## config.mk

```make
export PLATFORM = sky130hd
export DESIGN_NAME = nearest_neighbor_scale_blit_addr_top
export DESIGN_NICKNAME = d
export VERILOG_FILES = /design/src/hdl/nnsb_pkg.sv /design/src/hdl/nnsb_front.sv /design/src/hdl/nnsb_div.sv /design/src/hdl/nnsb_back.sv /design/src/hdl/nearest_neighbor_scale_blit_addr_top.sv
export SDC_FILE = /design/constraint.sdc
export NUM_CORES = 2
export LEC_CHECK = 0
export BUFFER_PORTS_ARGS = -buffer_cell sky130_fd_sc_hd__buf_2
export CORE_AREA = 2 2 222 334
export CTS_BUF_LIST = sky130_fd_sc_hd__clkbuf_16
export DETAILED_ROUTE_END_ITERATION = 8
export DIE_AREA = 0 0 224 336
export PLACE_DENSITY_LB_ADDON = 0.1
export SLEW_MARGIN = 30
export SYNTH_ARGS = -nofsm -noshare
export SYNTH_HDL_FRONTEND = slang
export SYNTH_SLANG_ARGS = --single-unit
```

## constraint.sdc

```tcl
create_clock -name clk -period 5.8 [get_ports clk]
set_clock_uncertainty 0.1 [all_clocks]
set_input_delay 0.58 -clock clk [delete_from_list [all_inputs] [get_ports clk]]
set_output_delay 0.58 -clock clk [all_outputs]
set_load 0.005 [all_outputs]
```

## src/hdl/nnsb_pkg.sv

```systemverilog
// Shared types, widths and register indexes for the nearest-neighbour blit
// address generator. No dependencies.
package nnsb_pkg;

  localparam int FRAC_BITS_DEF = 16;
  localparam int MAX_SIDE_DEF  = 4096;
  localparam int ADDR_BITS_DEF = 24;

  localparam int FRAC_W     = 29;
  localparam int IDX_W      = 13;
  localparam int SIZE_W     = 13;
  localparam int PITCH_W    = 14;
  localparam int BASE_W     = 24;
  localparam int ADDR_OUT_W = 24;
  localparam int CFG_IDX_W  = 4;
  localparam int CFG_DATA_W = 24;
  localparam int QDEPTH     = 2;

  localparam logic [CFG_IDX_W-1:0] REG_SRC_BASE   = 4'd0;
  localparam logic [CFG_IDX_W-1:0] REG_SRC_PITCH  = 4'd1;
  localparam logic [CFG_IDX_W-1:0] REG_DST_BASE   = 4'd2;
  localparam logic [CFG_IDX_W-1:0] REG_DST_PITCH  = 4'd3;
  localparam logic [CFG_IDX_W-1:0] REG_SRC_WIDTH  = 4'd4;
  localparam logic [CFG_IDX_W-1:0] REG_SRC_HEIGHT = 4'd5;
  localparam logic [CFG_IDX_W-1:0] REG_DST_WIDTH  = 4'd6;
  localparam logic [CFG_IDX_W-1:0] REG_DST_HEIGHT = 4'd7;

  typedef struct packed {
    logic [BASE_W-1:0]  src_base;
    logic [PITCH_W-1:0] src_pitch;
    logic [BASE_W-1:0]  dst_base;
    logic [PITCH_W-1:0] dst_pitch;
    logic [SIZE_W-1:0]  src_width;
    logic [SIZE_W-1:0]  src_height;
    logic [SIZE_W-1:0]  dst_width;
    logic [SIZE_W-1:0]  dst_height;
  } nnsb_cfg_t;

  // Head of the request queue as seen by the back end
  typedef struct packed {
    logic valid;
    logic restart;
  } nnsb_q_t;

endpackage

```

## src/hdl/nnsb_front.sv

```systemverilog
// Front end: takes requests and holds them in a short queue for the back end.
// Depends on nnsb_pkg.
module nnsb_front import nnsb_pkg::*; (
  input  logic    clk,
  input  logic    rst,
  input  logic    in_valid,
  output logic    in_stall,
  input  logic    restart,
  output nnsb_q_t q,
  input  logic    q_pop
);

  localparam int PTR_W = $clog2(QDEPTH);
  localparam int CNT_W = $clog2(QDEPTH + 1);

  logic [QDEPTH-1:0] entry;
  logic [PTR_W-1:0]  wr_ptr;
  logic [PTR_W-1:0]  rd_ptr;
  logic [CNT_W-1:0]  count;
  logic              push;
  logic              pop;

  assign in_stall  = (count == CNT_W'(QDEPTH));
  assign push      = in_valid && !in_stall;
  assign pop       = q_pop && (count != '0);
  assign q.valid   = (count != '0);
  assign q.restart = entry[rd_ptr];

  always_ff @(posedge clk) begin
    if (rst) begin
      wr_ptr <= '0;
      rd_ptr <= '0;
      count  <= '0;
    end else begin
      if (push) begin
        wr_ptr <= (wr_ptr == PTR_W'(QDEPTH - 1)) ? '0 : wr_ptr + PTR_W'(1);
      end
      if (pop) begin
        rd_ptr <= (rd_ptr == PTR_W'(QDEPTH - 1)) ? '0 : rd_ptr + PTR_W'(1);
      end
      if (push && !pop) begin
        count <= count + CNT_W'(1);
      end else if (pop && !push) begin
        count <= count - CNT_W'(1);
      end
    end
  end

  always_ff @(posedge clk) begin
    if (push) begin
      entry[wr_ptr] <= restart;
    end
  end

endmodule

```

## src/hdl/nnsb_div.sv

```systemverilog
// Restoring divider, one quotient bit per cycle.
// Depends on nnsb_pkg only through the import convention.
module nnsb_div import nnsb_pkg::*; #(
  parameter int NUM_W = 29,
  parameter int DEN_W = 13
) (
  input  logic             clk,
  input  logic             rst,
  input  logic             start,
  input  logic [NUM_W-1:0] num,
  input  logic [DEN_W-1:0] den,
  output logic             done,
  output logic [NUM_W-1:0] quo
);

  localparam int CNT_W = $clog2(NUM_W + 1);

  logic [DEN_W-1:0] rem;
  logic [CNT_W-1:0] cnt;
  logic             busy;
  logic [DEN_W:0]   trial;
  logic             fits;

  assign trial = {rem, quo[NUM_W-1]};
  assign fits  = (trial >= {1'b0, den});

  always_ff @(posedge clk) begin
    if (rst) begin
      busy <= 1'b0;
      done <= 1'b0;
      cnt  <= '0;
    end else begin
      done <= 1'b0;
      if (start) begin
        busy <= 1'b1;
        cnt  <= CNT_W'(NUM_W);
      end else if (busy) begin
        cnt <= cnt - CNT_W'(1);
        if (cnt == CNT_W'(1)) begin
          busy <= 1'b0;
          done <= 1'b1;
        end
      end
    end
  end

  // shift the dividend out of quo while quotient bits enter from the bottom
  always_ff @(posedge clk) begin
    if (start) begin
      quo <= num;
      rem <= '0;
    end else if (busy) begin
      rem <= fits ? DEN_W'(trial - {1'b0, den}) : trial[DEN_W-1:0];
      quo <= {quo[NUM_W-2:0], fits};
    end
  end

endmodule

```

## src/hdl/nnsb_back.sv

```systemverilog
// Back end: raster walk state, step division, address arithmetic and the
// output register. Depends on nnsb_pkg and nnsb_div.
module nnsb_back import nnsb_pkg::*; #(
  parameter int FRAC_BITS = FRAC_BITS_DEF,
  parameter int MAX_SIDE  = MAX_SIDE_DEF,
  parameter int ADDR_BITS = ADDR_BITS_DEF
) (
  input  logic                  clk,
  input  logic                  rst,
  input  nnsb_cfg_t             cfg,
  input  nnsb_q_t               q,
  output logic                  q_pop,
  output logic                  out_valid,
  input  logic                  out_stall,
  output logic [ADDR_OUT_W-1:0] src_addr,
  output logic [ADDR_OUT_W-1:0] dst_addr,
  output logic                  row_end,
  output logic                  blit_end
);

  localparam int SIDE_W  = $clog2(MAX_SIDE + 1);
  localparam int NUM_W   = SIDE_W + FRAC_BITS;
  localparam int INT_W   = FRAC_W - FRAC_BITS;
  localparam int CMP_W   = SIZE_W + 1;
  localparam int SPROD_W = INT_W + PITCH_W;
  localparam int DPROD_W = IDX_W + PITCH_W;

  typedef enum logic [3:0] {
    ST_IDLE = 4'b0001,
    ST_DIV  = 4'b0010,
    ST_MUL  = 4'b0100,
    ST_EMIT = 4'b1000
  } state_t;

  function automatic logic [SIDE_W-1:0] clamp_side(input logic [SIZE_W-1:0] v);
    logic [CMP_W-1:0] vx;
    vx = CMP_W'(v);
    if (v == '0) begin
      return SIDE_W'(1);
    end else if (vx > CMP_W'(MAX_SIDE)) begin
      return SIDE_W'(MAX_SIDE);
    end else begin
      return SIDE_W'(v);
    end
  endfunction

  state_t             state;
  logic [IDX_W-1:0]   col;
  logic [IDX_W-1:0]   row;
  logic [FRAC_W-1:0]  frac_col;
  logic [FRAC_W-1:0]  frac_row;
  logic [FRAC_W-1:0]  step_col;
  logic [FRAC_W-1:0]  step_row;
  logic [ADDR_BITS-1:0] prod_src;
  logic [ADDR_BITS-1:0] prod_dst;

  logic [SIDE_W-1:0]  sw, sh, dw, dh;
  logic               first;
  logic               div_start;
  logic               div_done;
  logic               div_done_row;
  logic [NUM_W-1:0]   quo_col;
  logic [NUM_W-1:0]   quo_row;
  logic [SPROD_W-1:0] mul_src;
  logic [DPROD_W-1:0] mul_dst;
  logic [ADDR_BITS-1:0] sum_src;
  logic [ADDR_BITS-1:0] sum_dst;
  logic               re_now;
  logic               be_now;
  logic               out_free;

  assign sw = clamp_side(cfg.src_width);
  assign sh = clamp_side(cfg.src_height);
  assign dw = clamp_side(cfg.dst_width);
  assign dh = clamp_side(cfg.dst_height);

  assign first     = q.restart || ((col == '0) && (row == '0));
  assign q_pop     = (state == ST_IDLE) && q.valid;
  assign div_start = q_pop && first;

  nnsb_div #(.NUM_W(NUM_W), .DEN_W(SIDE_W)) u_div_col (
    .clk   (clk),
    .rst   (rst),
    .start (div_start),
    .num   ({sw, {FRAC_BITS{1'b0}}}),
    .den   (dw),
    .done  (div_done),
    .quo   (quo_col)
  );

  nnsb_div #(.NUM_W(NUM_W), .DEN_W(SIDE_W)) u_div_row (
    .clk   (clk),
    .rst   (rst),
    .start (div_start),
    .num   ({sh, {FRAC_BITS{1'b0}}}),
    .den   (dh),
    .done  (div_done_row),
    .quo   (quo_row)
  );

  assign mul_src = SPROD_W'(frac_row[FRAC_W-1:FRAC_BITS]) * SPROD_W'(cfg.src_pitch);
  assign mul_dst = DPROD_W'(row) * DPROD_W'(cfg.dst_pitch);

  assign sum_src = ADDR_BITS'(cfg.src_base) + prod_src
                 + ADDR_BITS'(frac_col[FRAC_W-1:FRAC_BITS]);
  assign sum_dst = ADDR_BITS'(cfg.dst_base) + prod_dst + ADDR_BITS'(col);

  // row and pass ends compare against the live sizes
  assign re_now   = CMP_W'(col) >= (CMP_W'(dw) - CMP_W'(1));
  assign be_now   = re_now && (CMP_W'(row) >= (CMP_W'(dh) - CMP_W'(1)));
  assign out_free = !out_valid || !out_stall;

  always_ff @(posedge clk) begin
    if (rst) begin
      state     <= ST_IDLE;
      out_valid <= 1'b0;
      col       <= '0;
      row       <= '0;
      frac_col  <= '0;
      frac_row  <= '0;
      step_col  <= '0;
      step_row  <= '0;
    end else begin
      if ((state == ST_EMIT) && out_free) begin
        out_valid <= 1'b1;
      end else if (out_valid && !out_stall) begin
        out_valid <= 1'b0;
      end
      case (state)
        ST_IDLE: begin
          if (q.valid) begin
            if (first) begin
              col      <= '0;
              row      <= '0;
              frac_col <= '0;
              frac_row <= '0;
              state    <= ST_DIV;
            end else begin
              state <= ST_MUL;
            end
          end
        end
        ST_DIV: begin
          if (div_done && div_done_row) begin
            step_col <= FRAC_W'(quo_col);
            step_row <= FRAC_W'(quo_row);
            state    <= ST_MUL;
          end
        end
        ST_MUL: begin
          state <= ST_EMIT;
        end
        ST_EMIT: begin
          // hold until the output register is free
          if (out_free) begin
            state <= ST_IDLE;
            if (be_now) begin
              col      <= '0;
              row      <= '0;
              frac_col <= '0;
              frac_row <= '0;
            end else if (re_now) begin
              col      <= '0;
              frac_col <= '0;
              row      <= row + IDX_W'(1);
              frac_row <= frac_row + step_row;
            end else begin
              col      <= col + IDX_W'(1);
              frac_col <= frac_col + step_col;
            end
          end
        end
        default: begin
          state <= ST_IDLE;
        end
      endcase
    end
  end

  always_ff @(posedge clk) begin
    if (state == ST_MUL) begin
      prod_src <= ADDR_BITS'(mul_src);
      prod_dst <= ADDR_BITS'(mul_dst);
    end
    if ((state == ST_EMIT) && out_free) begin
      src_addr <= ADDR_OUT_W'(sum_src);
      dst_addr <= ADDR_OUT_W'(sum_dst);
      row_end  <= re_now;
      blit_end <= be_now;
    end
  end

endmodule

```

## src/hdl/nearest_neighbor_scale_blit_addr_top.sv

```systemverilog
// Top level of the nearest-neighbour blit address generator: configuration
// registers, front queue and back end. Depends on nnsb_pkg, nnsb_front, nnsb_back.
//
//   channel   valid      stall      payload
//   request   in_valid   in_stall   restart
//   result    out_valid  out_stall  src_addr, dst_addr, row_end, blit_end
//   config    cfg_write  -          cfg_index, cfg_data
//
// In a steady run each request passes queue pop, product register and sum into the
// output register. The first pixel of a pass also waits for the dividers, which
// produce one quotient bit a cycle.
// Reset clears the queue, walk indices and output valid and restores register defaults.
// in_stall rises while the two-entry request queue is full; out_stall holds the
// result register and the back end waits in its sum step.
module nearest_neighbor_scale_blit_addr_top import nnsb_pkg::*; #(
  parameter int FRAC_BITS = FRAC_BITS_DEF,
  parameter int MAX_SIDE  = MAX_SIDE_DEF,
  parameter int ADDR_BITS = ADDR_BITS_DEF
) (
  input  logic                  clk,
  input  logic                  rst,
  input  logic                  cfg_write,
  input  logic [CFG_IDX_W-1:0]  cfg_index,
  input  logic [CFG_DATA_W-1:0] cfg_data,
  input  logic                  in_valid,
  output logic                  in_stall,
  input  logic                  restart,
  output logic                  out_valid,
  input  logic                  out_stall,
  output logic [ADDR_OUT_W-1:0] src_addr,
  output logic [ADDR_OUT_W-1:0] dst_addr,
  output logic                  row_end,
  output logic                  blit_end
);

  nnsb_cfg_t cfg;
  nnsb_q_t   q;
  logic      q_pop;

  always_ff @(posedge clk) begin
    if (rst) begin
      cfg.src_base   <= '0;
      cfg.src_pitch  <= PITCH_W'(320);
      cfg.dst_base   <= '0;
      cfg.dst_pitch  <= PITCH_W'(320);
      cfg.src_width  <= SIZE_W'(320);
      cfg.src_height <= SIZE_W'(200);
      cfg.dst_width  <= SIZE_W'(320);
      cfg.dst_height <= SIZE_W'(200);
    end else if (cfg_write) begin
      case (cfg_index)
        REG_SRC_BASE:   cfg.src_base   <= cfg_data[BASE_W-1:0];
        REG_SRC_PITCH:  cfg.src_pitch  <= cfg_data[PITCH_W-1:0];
        REG_DST_BASE:   cfg.dst_base   <= cfg_data[BASE_W-1:0];
        REG_DST_PITCH:  cfg.dst_pitch  <= cfg_data[PITCH_W-1:0];
        REG_SRC_WIDTH:  cfg.src_width  <= cfg_data[SIZE_W-1:0];
        REG_SRC_HEIGHT: cfg.src_height <= cfg_data[SIZE_W-1:0];
        REG_DST_WIDTH:  cfg.dst_width  <= cfg_data[SIZE_W-1:0];
        REG_DST_HEIGHT: cfg.dst_height <= cfg_data[SIZE_W-1:0];
        default: begin
          // drop writes beyond the register list
        end
      endcase
    end
  end

  nnsb_front u_front (
    .clk      (clk),
    .rst      (rst),
    .in_valid (in_valid),
    .in_stall (in_stall),
    .restart  (restart),
    .q        (q),
    .q_pop    (q_pop)
  );

  nnsb_back #(
    .FRAC_BITS (FRAC_BITS),
    .MAX_SIDE  (MAX_SIDE),
    .ADDR_BITS (ADDR_BITS)
  ) u_back (
    .clk       (clk),
    .rst       (rst),
    .cfg       (cfg),
    .q         (q),
    .q_pop     (q_pop),
    .out_valid (out_valid),
    .out_stall (out_stall),
    .src_addr  (src_addr),
    .dst_addr  (dst_addr),
    .row_end   (row_end),
    .blit_end  (blit_end)
  );

endmodule

```

==> flow_summary_export.csv <==
group,metric,value,unit
global_route,grt_overflow,0,
clock_network,clock-sinks,477,
global_route,grt_pass1_wl,150,mm
global_route,first_global_vias,27800,
final_layout,nNetsFinal,4654,
synth,ys_seq_area_frac,0.301,
clock_network,cts_tree,"built",
power,p_per_area,248,nW/um^2
drt,num_vias,27600,
sta,setup_tns,0,ns
sta,fmax,180,MHz
clock_network,h-tree-depth,2,
synth,synth-seq-cells,477,
sta,final.period_utilization,0.960,
critical_path,crit_chain,"and2_1 > fa_1 > inv_1 > fa_1 > inv_1 > fa_1 > inv_1 > fa_1 > inv_1 > fa_1 > ha_1 > and2_1 > a31oi_1 > nand3_1 > a2111oi_2 > nor3_1 > a211o_1 > a21oi_1 > xnor2_1",
critical_path,crit_top_cell,"fa_1",
final_layout,multi_input_area,23100,sq um
synth,synth.avg_cell_area,9.04,sq um
floorplan,rows,121,
sta,drv_slew,0,
drt,drtAntennaViolNets,0,
place,post_dp_cell_area,37600,sq um
sta,whs,0.0431,ns
clock_network,cts.path.max_buffers,3,
synth,yosysTopAreaCell,"dfxtp_1",
floorplan,ios,86,
clock_network,path_clk_slew,0.07,ns
sta,hold_viol,0,
synth,syn_inst,3976,
final_layout,nFillCells,6677,
job,cap_violations,0,
critical_path,worst-path-max-fanout,10,
status,status,"completed",
floorplan,start_util,0.497,
final_layout,register_area,10900,sq um
clock_network,hold_buffers,0,
drt,viasPerCell,5.52,
critical_path,max_stage_delay,0.53,ns
drt,wirelength,93.8,mm
critical_path,criticalPathCategory,"reg2reg",
synth,ys_top_cells_by_area,"dfxtp_1 (20%), fa_1 (16%), edfxtp_1 (11%)",
power,ir_worst_vdd,256,uV
synth,ys_types,86,
floorplan,die-area,75300,sq um
sta,min_period,5.57,ns
final_layout,area_delta_synth_final,10.1,%
synth,yosysTopAreaCellShare,0.196,
drt,initialDrtViolationCount,1660,
place,dp_hpwl,70.5,mm
synth,synthFlopType,"dfxtp_1",
critical_path,crit_required,6.08,ns
synth,synth_nets,4601,
global_route,antenna_found_initial,1,
floorplan,die_width,224,microns
sta,slew_headroom,0.399,
synth,ys_warn_count,0,
clock_network,cts_inserted_buffers,51,
final_layout,layout-drive-gt1-share,0.0879,
drt,drc,0,
global_route,grt_use_total,0.254,
place,place.port_buffers,85,
drt,routedWlPerCell,18.8,microns
sta,finalSetupViolations,0,
min_path,hold_class,"in2reg",
synth,async_flop_share,0,
critical_path,startpoint_type,"flop",
final_layout,num_antenna_cells,0,
power,power_leakage,0.0173,uW
clock_network,cts_root_buf,"clkbuf_16",
global_route,grt_max_degree,105,
synth,synth_edf_count,126,
place,place_congestion,0.875,
sta,tightest_slew,0.902,ns
clock_network,clk_latency,0.64,ns
critical_path,arrival,5.85,ns
critical_path,critPathCaptureType,"flop",
drt,drt_pass1_iterations,8,
floorplan,core_area,72200,sq um
synth,syn_area,35900,sq um
critical_path,crit_slowest_cell,"fa_1",
floorplan,die_y,336,microns
final_layout,stdcell_area,39600,sq um
## per-layer routing
metal	vias to the layer above	wire [microns]	global-route usage
met3	164	3520	0.0292
met1	13500	39100	0.307
li1	13400	-	-
met4	0	3540	0.0906
met2	534	47700	0.463
met5	-	0	0
## where the power goes
| group | internal (uW) | switching, uW |
|---|---|---|
| logic | 852 | 1370 |
| registers | 3770 | 216 |
| clock network | 2090 | 1490 |
## layout by cell type, fill, tap and decap left out, drive strengths merged, types with 28 or more instances in the layout
cell	synthesis	final
nor3	56	56
edfxtp	126	126
o21ai	120	120
xor2	53	53
nand2	631	631
xnor2	137	137
nand3	56	56
a21o	50	50
inv	384	392
buf	13	184
nor2b	33	33
and2	159	159
clkbuf	172	55
o21a	28	28
and3	34	34
ha	299	299
nor2	237	237
a22o	46	46
mux2i	88	88
a21oi	290	290
fa	292	292
dfxtp	351	351
## stage by stage
step,total power [uW],utilization,instances,worst slack [ns]
after CTS,9900,0.546,4991,0.0636
after global placement,6280,0.520,4894,0.109
after floorplan,5660,-,3976,0.0505
after detailed placement,6290,0.520,4895,0.0831
final,9800,0.548,4994,0.234
after global routing,10300,0.548,4994,-0.0595
## what timing repair did
action                     in CTS  in global routing
resized for setup               0                 48
hold endpoints to repair        0                  0
setup endpoints to repair       0                  9
buffers inserted                0                  2
## critical path: cells and delay by family, from the launching register on
kind            cells  cell delay (ns)
compound gates      4             0.96
xor+xnor            1             0.08
fa+ha+maj           6             2.79
buf+inv             4             0.21
flops               1             0.43
simple gates        4             0.74
## logic make-up after synthesis
family | after synthesis | synth area share
adder cells (fa/ha/maj) | 591 | 0.267
AO/OA/AOI/OAI | 699 | 0.125
buffers and inverters | 571 | 0.0604
flip-flops | 477 | 0.301
multiplexers | 89 | 0.0248
XOR/XNOR | 190 | 0.0463
AND/OR/NAND/NOR | 1359 | 0.176
## cells in the mapped netlist, drive strengths merged, types with 7 or more instances
cell type / n
nand3b: 26
o21a: 28
fa: 292
o21ai: 120
a22oi: 21
o41ai: 8
a211o: 12
or3: 26
nand3: 56
nor3: 56
nor4b: 8
a21oi: 290
dfxtp: 351
nand2: 631
nor4: 19
o21bai: 15
ha: 299
and2: 159
buf: 13
nor2: 237
mux2i: 88
xor2: 53
a31oi: 16
nand4: 24
a211oi: 20
edfxtp: 126
xnor2: 137
or2: 7
a22o: 46
and3: 34
nand2b: 20
clkbuf: 172
a2111oi: 9
o211ai: 11
a21o: 50
nor2b: 33
inv: 384
## sequential cells by signal, summed over array words and instances, names as in the netlist, 4 cells and up
register / count
u_back.step_col: 29
u_back.row: 13
u_back.dst_addr: 24
u_back.frac_col: 29
u_back.prod_src: 24
u_back.u_div_row.rem: 13
u_back.col: 13
u_back.src_addr: 24
cfg: 128
u_back.u_div_col.quo: 29
u_back.u_div_col.cnt: 5
u_back.frac_row: 29
u_back.step_row: 29
u_back.state: 4
u_back.u_div_row.cnt: 5
u_back.u_div_row.quo: 29
u_back.prod_dst: 24
u_back.u_div_col.rem: 13
## worst paths after layout
path / startpoint / to / slack, ns / cells after the start
setup / recovery: u_back.row[8] / u_back.prod_dst[23] / 0.23 / 19
hold / removal: restart / u_front.entry[1] / 0.04 / 1
setup reg to reg: u_back.row[8] / u_back.prod_dst[23] / 0.23 / 19
hold reg to reg: cfg[104] / cfg[104] / 0.36 / 2
## cell type report
| type | instances | share of cell area |
|---|---|---|
| clock buffer | 54 | 0.0342 |
| clock inverter | 42 | 0.0119 |
| inverter | 386 | 0.0366 |
| multi-input combinational | 2928 | 0.583 |
| sequential | 477 | 0.275 |
| tap | 922 | 0.0292 |
| timing repair buffer | 185 | 0.0305 |
(Power assumes the default switching activity.)
